<file path="src/rtl/core/assert_macros.svh">
// assertion helpers shared by the core
`ifndef ASSERT_MACROS_SVH
`define ASSERT_MACROS_SVH

// same-cycle implication, disabled during reset
`define ASSERT_SAME(label, clk, rst, ante, cons) \
   label: assert property (@(posedge clk) disable iff (rst) (ante) |-> (cons)) \
      else $error("assertion failed");

// next-cycle implication, disabled during reset
`define ASSERT_NEXT(label, clk, rst, ante, cons) \
   label: assert property (@(posedge clk) disable iff (rst) (ante) |=> (cons)) \
      else $error("assertion failed");

`endif

</file>
<file path="src/rtl/core/nprr_pkg.sv">
package nprr_pkg;

   // parser position
   localparam logic [1:0] POS_FIRST   = 2'd0;
   localparam logic [1:0] POS_SECOND  = 2'd1;
   localparam logic [1:0] POS_LEN     = 2'd2;
   localparam logic [1:0] POS_PAYLOAD = 2'd3;

   // header message type field
   localparam logic [2:0] HDR_DATA = 3'd0;
   localparam logic [2:0] HDR_RSP  = 3'd2;
   localparam logic [2:0] HDR_NTF  = 3'd3;

   // result message type
   localparam logic [1:0] MT_DATA = 2'd0;
   localparam logic [1:0] MT_RSP  = 2'd1;
   localparam logic [1:0] MT_NTF  = 2'd2;

   // error codes
   localparam logic [1:0] ERR_NONE     = 2'd0;
   localparam logic [1:0] ERR_TYPE     = 2'd1;
   localparam logic [1:0] ERR_CONN     = 2'd2;
   localparam logic [1:0] ERR_MISMATCH = 2'd3;

   localparam logic [3:0] GID_MASK = 4'hf;
   localparam logic [5:0] OID_MASK = 6'h3f;

   typedef struct packed {
      logic       wr;
      logic [4:0] limit;
   } cfg_type;

   typedef struct packed {
      logic       valid;
      logic       has_byte;
      logic [7:0] data_byte;
      logic [1:0] msg_type;
      logic [3:0] group_id;
      logic [5:0] opcode_id;
      logic [3:0] conn_id;
      logic       message_end;
      logic [1:0] error_code;
   } result_type;

endpackage

</file>
<file path="src/rtl/core/nci_packet_receive_reassembler_core.sv">
// channel  | direction | handshake             | payload
// ---------+-----------+-----------------------+------------------------------------
// req      | in        | req_tvalid/req_tready | req_tdata: received byte
// rsp      | out       | rsp_tvalid/rsp_tready | rsp_tdata, rsp_tuser, rsp_tlast
// csr      | in        | csr_valid/csr_ready   | csr_data: max_connections
//
// one byte per cycle while req_tready is high; each accepted byte gives zero or one registered item
// the result register is the only stage; req_tready is high whenever it is empty
// or being drained, so a stalled rsp side stops intake only while an item waits
// synchronous active-high reset clears the parser, all pending slots, the result
// valid and sets the connection limit to 1; csr writes are always ready

`include "assert_macros.svh"

module nci_packet_receive_reassembler_core #(
   parameter int CONN_SLOTS = 16
) (
   input  logic        clock,
   input  logic        reset,

   input  logic        req_tvalid,
   output logic        req_tready,
   input  logic [7:0]  req_tdata,    // [7:0] rx_byte

   output logic        rsp_tvalid,
   input  logic        rsp_tready,
   output logic [23:0] rsp_tdata,    // [7:0] data_byte, [11:8] group_id,
                                     // [17:12] opcode_id, [21:18] conn_id,
                                     // [23:22] error_code
   output logic [2:0]  rsp_tuser,    // [0] has_byte, [2:1] msg_type
   output logic        rsp_tlast,    // message_end

   input  logic        csr_valid,
   output logic        csr_ready,
   input  logic [4:0]  csr_data      // max_connections
);
   import nprr_pkg::*;

   logic        accept;
   logic [4:0]  limit_ff, limit_in;
   cfg_type     cfg;
   result_type  result;

   logic        rsp_valid_ff, rsp_valid_in;
   logic [23:0] rsp_data_ff;
   logic [2:0]  rsp_user_ff;
   logic        rsp_last_ff;

   assign accept     = req_tvalid && req_tready;
   assign req_tready = !rsp_valid_ff || rsp_tready;
   assign csr_ready  = 1'b1;

   // clamp the written limit to 1..CONN_SLOTS once, at write time
   always_comb begin
      limit_in = limit_ff;
      if (csr_valid) begin
         if (csr_data == 5'd0) begin
            limit_in = 5'd1;
         end else if (csr_data > 5'(CONN_SLOTS)) begin
            limit_in = 5'(CONN_SLOTS);
         end else begin
            limit_in = csr_data;
         end
      end
   end

   assign cfg.wr    = csr_valid;
   assign cfg.limit = limit_in;

   nprr_parse #(
      .CONN_SLOTS(CONN_SLOTS)
   ) u_parse (
      .clock  (clock),
      .reset  (reset),
      .step   (accept),
      .rx_byte(req_tdata),
      .cfg    (cfg),
      .result (result)
   );

   // result register: load on accept, otherwise hold until taken
   always_comb begin
      if (accept) begin
         rsp_valid_in = result.valid;
      end else begin
         rsp_valid_in = rsp_valid_ff && !rsp_tready;
      end
   end

   always_ff @(posedge clock) begin
      if (reset) begin
         rsp_valid_ff <= 1'b0;
         limit_ff     <= 5'd1;
      end else begin
         rsp_valid_ff <= rsp_valid_in;
         limit_ff     <= limit_in;
      end
   end

   always_ff @(posedge clock) begin
      if (accept && result.valid) begin
         rsp_data_ff <= {result.error_code, result.conn_id, result.opcode_id,
                         result.group_id, result.data_byte};
         rsp_user_ff <= {result.msg_type, result.has_byte};
         rsp_last_ff <= result.message_end;
      end
   end

   assign rsp_tvalid = rsp_valid_ff;
   assign rsp_tdata  = rsp_data_ff;
   assign rsp_tuser  = rsp_user_ff;
   assign rsp_tlast  = rsp_last_ff;

   // limit stays inside the slot range
   `ASSERT_SAME(a_limit_range, clock, reset, 1'b1, limit_ff != 5'd0 && limit_ff <= 5'(CONN_SLOTS))
   // an error item carries no byte and no message end
   `ASSERT_SAME(a_err_clean, clock, reset, rsp_valid_ff && rsp_data_ff[23:22] != ERR_NONE, !rsp_user_ff[0] && !rsp_last_ff)
   // a waiting item blocks intake
   `ASSERT_SAME(a_stall_blocks, clock, reset, rsp_valid_ff && !rsp_tready, !req_tready)

endmodule

</file>
<file path="src/rtl/core/nprr_parse.sv">
`include "assert_macros.svh"

module nprr_parse #(
   parameter int CONN_SLOTS = 16
) (
   input  logic                 clock,
   input  logic                 reset,
   input  logic                 step,
   input  logic [7:0]           rx_byte,
   input  nprr_pkg::cfg_type    cfg,
   output nprr_pkg::result_type result
);
   import nprr_pkg::*;

   logic [1:0]            pos_ff, pos_in;
   logic [7:0]            hdr_first_ff, hdr_first_in;
   logic [7:0]            hdr_second_ff, hdr_second_in;
   logic [7:0]            left_ff, left_in;
   logic                  fwd_ff, fwd_in;
   logic                  final_ff, final_in;
   logic                  ctl_pend_ff, ctl_pend_in;
   logic [10:0]           ctl_hdr_ff, ctl_hdr_in;
   logic [CONN_SLOTS-1:0] conn_pend_ff, conn_pend_in;

   logic [2:0]  mt;
   logic        pbf;
   logic [3:0]  cid;
   logic [10:0] key;
   logic [7:0]  left_dec;
   logic [1:0]  err;
   logic        emit;
   logic        emit_has;
   logic        emit_end;
   logic        set_slot;
   logic        finish;
   logic        ctl_open;

   assign mt       = hdr_first_ff[7:5];
   assign pbf      = hdr_first_ff[4];
   assign cid      = hdr_first_ff[3:0] & GID_MASK;
   assign key      = {mt[0], cid, hdr_second_ff[5:0] & OID_MASK};
   assign left_dec = left_ff - 8'd1;
   assign ctl_open = step && pos_ff == POS_LEN && err == ERR_NONE && mt != HDR_DATA && pbf;

   always_comb begin
      pos_in        = pos_ff;
      hdr_first_in  = hdr_first_ff;
      hdr_second_in = hdr_second_ff;
      left_in       = left_ff;
      fwd_in        = fwd_ff;
      final_in      = final_ff;
      ctl_pend_in   = ctl_pend_ff;
      ctl_hdr_in    = ctl_hdr_ff;
      conn_pend_in  = conn_pend_ff;
      err           = ERR_NONE;
      emit          = 1'b0;
      emit_has      = 1'b0;
      emit_end      = 1'b0;
      set_slot      = 1'b0;
      finish        = 1'b0;

      if (step) begin
         case (pos_ff)
            POS_FIRST: begin
               hdr_first_in = rx_byte;
               pos_in       = POS_SECOND;
            end
            POS_SECOND: begin
               hdr_second_in = rx_byte;
               pos_in        = POS_LEN;
            end
            POS_LEN: begin
               left_in  = rx_byte;
               fwd_in   = 1'b0;
               final_in = !pbf;
               if (mt == HDR_DATA) begin
                  if ({1'b0, cid} >= cfg.limit) begin
                     err = ERR_CONN;
                  end else begin
                     fwd_in   = 1'b1;
                     set_slot = pbf;
                  end
               end else if (mt == HDR_RSP || mt == HDR_NTF) begin
                  if (ctl_pend_ff && key != ctl_hdr_ff) begin
                     err = ERR_MISMATCH;
                  end else begin
                     fwd_in = 1'b1;
                     if (!ctl_pend_ff && pbf) begin
                        ctl_pend_in = 1'b1;
                        ctl_hdr_in  = key;
                     end
                  end
               end else begin
                  err = ERR_TYPE;
               end
               pos_in = (rx_byte == 8'd0) ? POS_FIRST : POS_PAYLOAD;
               // empty final segment closes the message with a byte-less marker
               if (err == ERR_NONE && rx_byte == 8'd0 && !pbf) begin
                  emit     = 1'b1;
                  emit_end = 1'b1;
                  finish   = 1'b1;
               end
            end
            POS_PAYLOAD: begin
               left_in = left_dec;
               if (left_dec == 8'd0) begin
                  pos_in = POS_FIRST;
               end
               if (fwd_ff) begin
                  emit     = 1'b1;
                  emit_has = 1'b1;
                  emit_end = final_ff && left_dec == 8'd0;
                  finish   = emit_end;
               end
            end
            default: begin
               pos_in = POS_FIRST;
            end
         endcase
      end

      // finishing a control message frees the shared slot
      if (finish && mt != HDR_DATA) begin
         ctl_pend_in = 1'b0;
      end
      for (int i = 0; i < CONN_SLOTS; i++) begin
         if (cid == 4'(i)) begin
            if (set_slot) begin
               conn_pend_in[i] = 1'b1;
            end
            if (finish && mt == HDR_DATA) begin
               conn_pend_in[i] = 1'b0;
            end
         end
         if (cfg.wr && 5'(i) >= cfg.limit) begin
            conn_pend_in[i] = 1'b0;
         end
      end
   end

   always_comb begin
      result = '0;
      if (err != ERR_NONE) begin
         result.valid      = 1'b1;
         result.error_code = err;
      end else if (emit) begin
         result.valid       = 1'b1;
         result.has_byte    = emit_has;
         result.data_byte   = emit_has ? rx_byte : 8'd0;
         result.message_end = emit_end;
         if (mt == HDR_DATA) begin
            result.msg_type = MT_DATA;
            result.conn_id  = cid;
         end else begin
            result.msg_type  = (mt == HDR_RSP) ? MT_RSP : MT_NTF;
            result.group_id  = cid;
            result.opcode_id = hdr_second_ff[5:0] & OID_MASK;
         end
      end
   end

   always_ff @(posedge clock) begin
      if (reset) begin
         pos_ff        <= POS_FIRST;
         hdr_first_ff  <= '0;
         hdr_second_ff <= '0;
         left_ff       <= '0;
         fwd_ff        <= 1'b0;
         final_ff      <= 1'b0;
         ctl_pend_ff   <= 1'b0;
         ctl_hdr_ff    <= '0;
         conn_pend_ff  <= '0;
      end else begin
         pos_ff        <= pos_in;
         hdr_first_ff  <= hdr_first_in;
         hdr_second_ff <= hdr_second_in;
         left_ff       <= left_in;
         fwd_ff        <= fwd_in;
         final_ff      <= final_in;
         ctl_pend_ff   <= ctl_pend_in;
         ctl_hdr_ff    <= ctl_hdr_in;
         conn_pend_ff  <= conn_pend_in;
      end
   end

   // payload position always has bytes left to count
   `ASSERT_SAME(a_payload_left, clock, reset, pos_ff == POS_PAYLOAD, left_ff != 8'd0)
   // an accepted non-final control segment leaves the control slot pending
   `ASSERT_NEXT(a_ctl_open, clock, reset, ctl_open, ctl_pend_ff)
   // the first header byte is always followed by the second
   `ASSERT_NEXT(a_first_next, clock, reset, step && pos_ff == POS_FIRST, pos_ff == POS_SECOND)

endmodule
</file>
<file path="config.mk">
export PLATFORM = sky130hd
export DESIGN_NAME = nci_packet_receive_reassembler_core
export DESIGN_NICKNAME = d
export VERILOG_FILES = /design/src/rtl/core/nprr_pkg.sv /design/src/rtl/core/nci_packet_receive_reassembler_core.sv /design/src/rtl/core/nprr_parse.sv
export VERILOG_INCLUDE_DIRS = /design/src /design/src/rtl/core
export SDC_FILE = /design/constraint.sdc
export NUM_CORES = 1
export LEC_CHECK = 0
export ABC_AREA = 1
export BUFFER_PORTS_ARGS = -buffer_cell sky130_fd_sc_hd__buf_2
export CAP_MARGIN = 0
export CORE_ASPECT_RATIO = 1.5
export CORE_MARGIN = 5
export CORE_UTILIZATION = 40
export CTS_BUF_LIST = sky130_fd_sc_hd__clkbuf_2
export DETAILED_ROUTE_END_ITERATION = 10
export GPL_TIMING_DRIVEN = 1
export PLACE_DENSITY = 0.61
export SYNTH_ARGS = -nofsm -noshare
export SYNTH_HDL_FRONTEND = slang
export SYNTH_HIERARCHICAL = 1
export SYNTH_SLANG_ARGS = --single-unit
</file>
<file path="constraint.sdc">
create_clock -name clock -period 9.3 [get_ports clock]
set_input_delay 1.86 -clock clock [delete_from_list [all_inputs] [get_ports clock]]
set_output_delay 1.86 -clock clock [all_outputs]
set_load 0.05 [all_outputs]
</file>
**After elaboration in Yosys (flattened, before gate mapping)**

Index checks and enable logic that the tools add are counted.

- Register bits: 72
- Bits of input ports: 18
- Output and inout port bits: 31
- Word-level logic and storage cells: 102

- $add $sub $neg: 1
- Magnitude comparators: 2
- Equal/unequal tests: 7
- Muxes and demuxes: 36
- Bitwise gates (word level): 4
- Reductions and logical operators: 35

Operators by type and width:

| kind | count |
|---|---|
| 27-bit two-way mux | 1 |
| 2-bit two-way mux | 12 |
| 8-bit zero test | 2 |
| 8-bit one-hot mux with 2 select lines | 1 |
| 5-bit two-way mux | 3 |
| 1-bit two-way mux | 13 |
| 11-bit != test | 1 |
| 10-bit two-way mux | 1 |
| 2-bit AND reduction | 5 |
| 1-bit logical AND | 9 |
| 3-bit OR reduction | 3 |
| 8-bit two-way mux | 1 |
| 2-bit one-hot mux with 4 select lines | 1 |
| 8-bit by 1-bit subtractor with 8-bit output, second input constant | 1 |
| 3-bit by 2-bit equality test with 1-bit output, second input constant | 2 |
| 6-bit AND reduction | 1 |
| 4-bit by 5-bit >= comparator with 1-bit output | 1 |
| 5-bit greater-than comparator, second input constant | 1 |
| 5-bit zero test | 1 |
| 2-bit equality test, second input constant | 2 |
| 1-bit zero test | 4 |
| 2-bit zero test | 2 |
| 4-bit two-way mux | 1 |
| 1-bit NOT | 4 |
| other kinds (8) | 12 |

**Logic depth before layout (Yosys ltp)**

- Word-level depth: 18
- Gate-level depth with buffers: 18
- Depth with buffers taken out: 17

**Hierarchy**

Netlist, hierarchy kept.

By module, submodules not included:

| module | instances | cells each | area each (um2) | sequential area each (um2) |
|---|---|---|---|---|
| nprr_parse | 1 | 339 | 2237.1 | 760.7 |
| nci_packet_receive_reassembler_core | 1 | 73 | 1149.9 | 960.9 |

**Least setup slack after synthesis**

OpenSTA, ideal clock, no wires.

- Kind: input to register
- Start point: in csr_valid
- End point: reg rsp_data_ff[0] (netlist: rsp_tdata[0]) (enable)
- Setup time: 0.448 ns
- Arrival: 5.376 ns
- Data required time: 8.852 ns
- Path slack: 3.476 ns
- Cell stages on the path: 15
- Path buffers: 1
- Cells stage by stage: inv_2 -> nor2_8 -> nand2_2 -> nand2_1 -> inv_1 -> ha_1 -> a21o_1 -> a22oi_1 -> nand4_1 -> nand2_2 -> a31oi_4 -> buf_6 -> nand2_1 -> inv_1 -> nor3_1

RTL lines:

| item | line | source |
|---|---|---|
| start: declaration | nci_packet_receive_reassembler_core.sv:33 | `input logic csr_valid,` |
| end signal: assignment | nci_packet_receive_reassembler_core.sv:102 | `rsp_data_ff <= {result.error_code, result.conn_id, result.opcode_id,` |
| end: declaration | nci_packet_receive_reassembler_core.sv:45 | `logic [23:0] rsp_data_ff;` |

**Worst setup path after layout**

- Start point: in rsp_tready
- End point: out req_tready

- Word-level cells in the longest chain between the ends: 1

Ends and longest elaborated chain:

| item | line | source |
|---|---|---|
| start: declaration | nci_packet_receive_reassembler_core.sv:26 | `input logic rsp_tready,` |
| 1-bit logical OR | nci_packet_receive_reassembler_core.sv:50 | `assign req_tready = !rsp_valid_ff \|\| rsp_tready;` |
| end: declaration | nci_packet_receive_reassembler_core.sv:22 | `output logic req_tready,` |

No other way between the ends.

==> impl_metrics.yaml <==
sta:
  max_freq_mhz: 234.0
  timing.final.crit_share_pct: 45.95
  relSlewSlack_pct: 41.09
  finalSetupTns_ns: 0
  maxSlewViolCount: 0
  skew_ns: 0.03756
  hold_violations: 0
  setup_slack_ns: 5.027
  rsz0062_at_grt: "false"
  finalSetupViolCount: 0
  layout_min_cycle_time_ns: 4.273
  tightest_slew_ns: 0.8805
route:
  wl_um: 7366
  post_drt_wl_per_cell_um: 12.90
  drt_iter0_markers: 134
  drcViolationCount: 0
  via_count: 2724
  detail-route-antenna-nets: 0
  viasPerCell: 4.771
  first_pass_iters: 4
logic_synthesis:
  yosysWarningCount: 6
  synthesis.area_um2: 3387
  syn_nets: 436
  ys_ff_latch: 72
  synth-async-reset-ratio_pct: 0
  synth_ff_type: "dfxtp_1"
  synthCells: 412
  syn_area_per_cell_um2: 8.221
  synth_seq_area_share_pct: 50.83
  ys_types: 35
  synth-edff-count: 28
final_layout:
  drive_gt1_share_pct: 17.67
  final_nets: 483
  antenna_cells: 0
  stdcell_area_um2: 3780
  area_growth_pct: 11.60
global_route:
  grt_util_met3_pct: 3.291
  antenna_found_initial: 0
  grtUsageTotal_pct: 15.08
  grt.overflow.total: 0
  globalRoute.busiestLayer: "met2"
  grt_use_met1_pct: 16.81
  use_met2_pct: 26.70
  grt_pass1_vias: 2722
  grt_max_degree: 31
  grt_pass1_wl_um: 12390
critical_path:
  critical_path_arrival_ns: 2.41
  cp-startpoint: "rsp_tready"
  crit_required_ns: 7.44
  worstReg2RegStart: "u_parse/hdr_first_ff[0]"
  worstPathCellList: "buf_2 > nor2_2 > inv_2 > buf_2"
  endpoint_kind: "output port"
  worstSetupPathType: "input pin to output port"
  crit_path_top_delay_cell: "buf_2"
  slowest_delay_ns: 0.21
  crit_top_cell: "buf_2"
  crit_fanout: 3
  start_kind: "input pin"
placement:
  placed_cell_area_um2: 3700
  dp_hpwl_um: 5444
  dp_slack_ns: 4.791
  numPortBuffers: 47
  gp_congestion: 0.8605
clocking:
  post_cts_resized: 0
  clockBufferDepth: 2
  htree_levels: 3
  holdBufCountCts: 0
  numCtsBuffers: 9
  postCtsSetupBuffers: 0
  cts_tree: "done"
  clock_sinks: 72
  cts.clk_slew.worst_paths_ns: 0.17
  clk_latency_ns: 0.49
  cts_root_buf: "clkbuf_2"
floorplanning:
  core_um2: 8362
  die_h_um: 122.7
  fp.dieW_um: 85.14
  fp.dieArea_um2: 10450
  core.rowCount: 41
  ioPinCount: 49
  start_util_pct: 40.51
power:
  ir_drop_mv: 0.06330
  p_leak_uw: 0.001612
  powerDensity_nw_per_um2: 157.4
  power.total_uw: 595.1
min_path:
  hp-class: "flip-flop to flip-flop"
  holdCritStartpoint: "u_parse/final_ff"
job:
  cap_violations: 0
run_status:
  status: "finished clean"
[cell type report]
type	count	area [µm²]
tap	107	133.9
multi-input combinational	259	1343
clock buffer	14	70.07
fill	833	4582
sequential	72	1722
inverter	69	259.0
timing repair buffer	48	242.7
clock inverter	2	10.01
[logic make-up after synthesis]
family,share of synthesized area (%)
adder cells (fa/ha/maj),2.216
flip-flops,50.83
other,0.1107
AND/OR/NAND/NOR,20.54
XOR/XNOR,2.586
AO/OA/AOI/OAI,14.04
buffers and inverters,9.678
[critical path, delay by kind of cell]
kind	cells	cell delay (ns)
buffers and inverters	3	0.37
and+or+nand+nor	1	0.18
[cell usage in the layout, fill, tap and decap left out, types with 3 or more instances in the layout]
| cell | n |
|---|---|
| xor2_1 | 5 |
| o21ai_0 | 33 |
| nand3_1 | 10 |
| o211ai_1 | 3 |
| nor2_1 | 49 |
| ha_1 | 6 |
| xnor2_1 | 5 |
| inv_2 | 4 |
| buf_2 | 47 |
| edfxtp_1 | 28 |
| dfxtp_1 | 44 |
| nand4_1 | 6 |
| a21oi_1 | 39 |
| clkbuf_2 | 14 |
| inv_1 | 65 |
| nand2_1 | 75 |
| nand2_2 | 5 |
| a221oi_1 | 3 |
[registers in the layout, summed over array words and instances (netlist names)]
register,count
rsp_tuser,3
u_parse/left_ff,8
rsp_tlast,1
rsp_tdata,24
u_parse/hdr_second_ff,6
u_parse/ctl_pend_ff,1
u_parse/fwd_ff,1
rsp_tvalid,1
u_parse/pos_ff,2
u_parse/ctl_hdr_ff,11
u_parse/final_ff,1
u_parse/hdr_first_ff,8
limit_ff,5
[cell usage after synthesis, drive strengths merged (2+ instances only)]
library cell | number | area (µm²)
xor2 | 5 | 43.79
ha | 6 | 75.07
a221oi | 3 | 26.28
nor3 | 2 | 10.01
nand3 | 10 | 50.05
nand2 | 81 | 324.1
buf | 6 | 46.29
nand4 | 6 | 37.54
dfxtp | 44 | 880.8
nor2 | 54 | 247.7
o21ai | 34 | 170.2
o211ai | 3 | 22.52
xnor2 | 5 | 43.79
nor4 | 2 | 12.51
a21oi | 39 | 195.2
o221ai | 2 | 17.52
edfxtp | 28 | 840.8
inv | 69 | 259.0
clkbuf | 6 | 22.52
[stage by stage]
step / instances / util (%) / hold WS (ns)
2_1_floorplan: 412 / - / 0.4301
3_3_place_gp: 555 / 44.25 / 0.4535
5_1_grt: 571 / 45.20 / 0.4896
6_report: 571 / 45.20 / 0.4782
4_1_cts: 571 / 45.20 / 0.4756
3_5_place_dp: 555 / 44.25 / 0.4538
[layer usage]
layer	part of all wire, %	vias up
li1	-	1425
met1	41	1228
met2	52	54
met3	4.1	17
met4	2.9	0
met5	0	-
[worst paths after layout]
| check | end | slack (ns) | depth (start not counted) |
|---|---|---|---|
| setup / recovery | req_tready | 5.03 | 4 |
| hold / removal | u_parse/final_ff | 0.48 | 2 |
| setup reg to reg | rsp_tuser[2] | 6.59 | 11 |
| hold reg to reg | u_parse/final_ff | 0.48 | 2 |
[where the power goes]
group	leakage [µW]	total [µW]	internal [µW]	switching, µW
Combinational	0.000956	101	31.0	69.7
Clock	0.0000660	143	40.3	103
Sequential	0.000591	351	340	11.8
Total	0.00161	595	411	184
(Power assumes the default switching activity.)
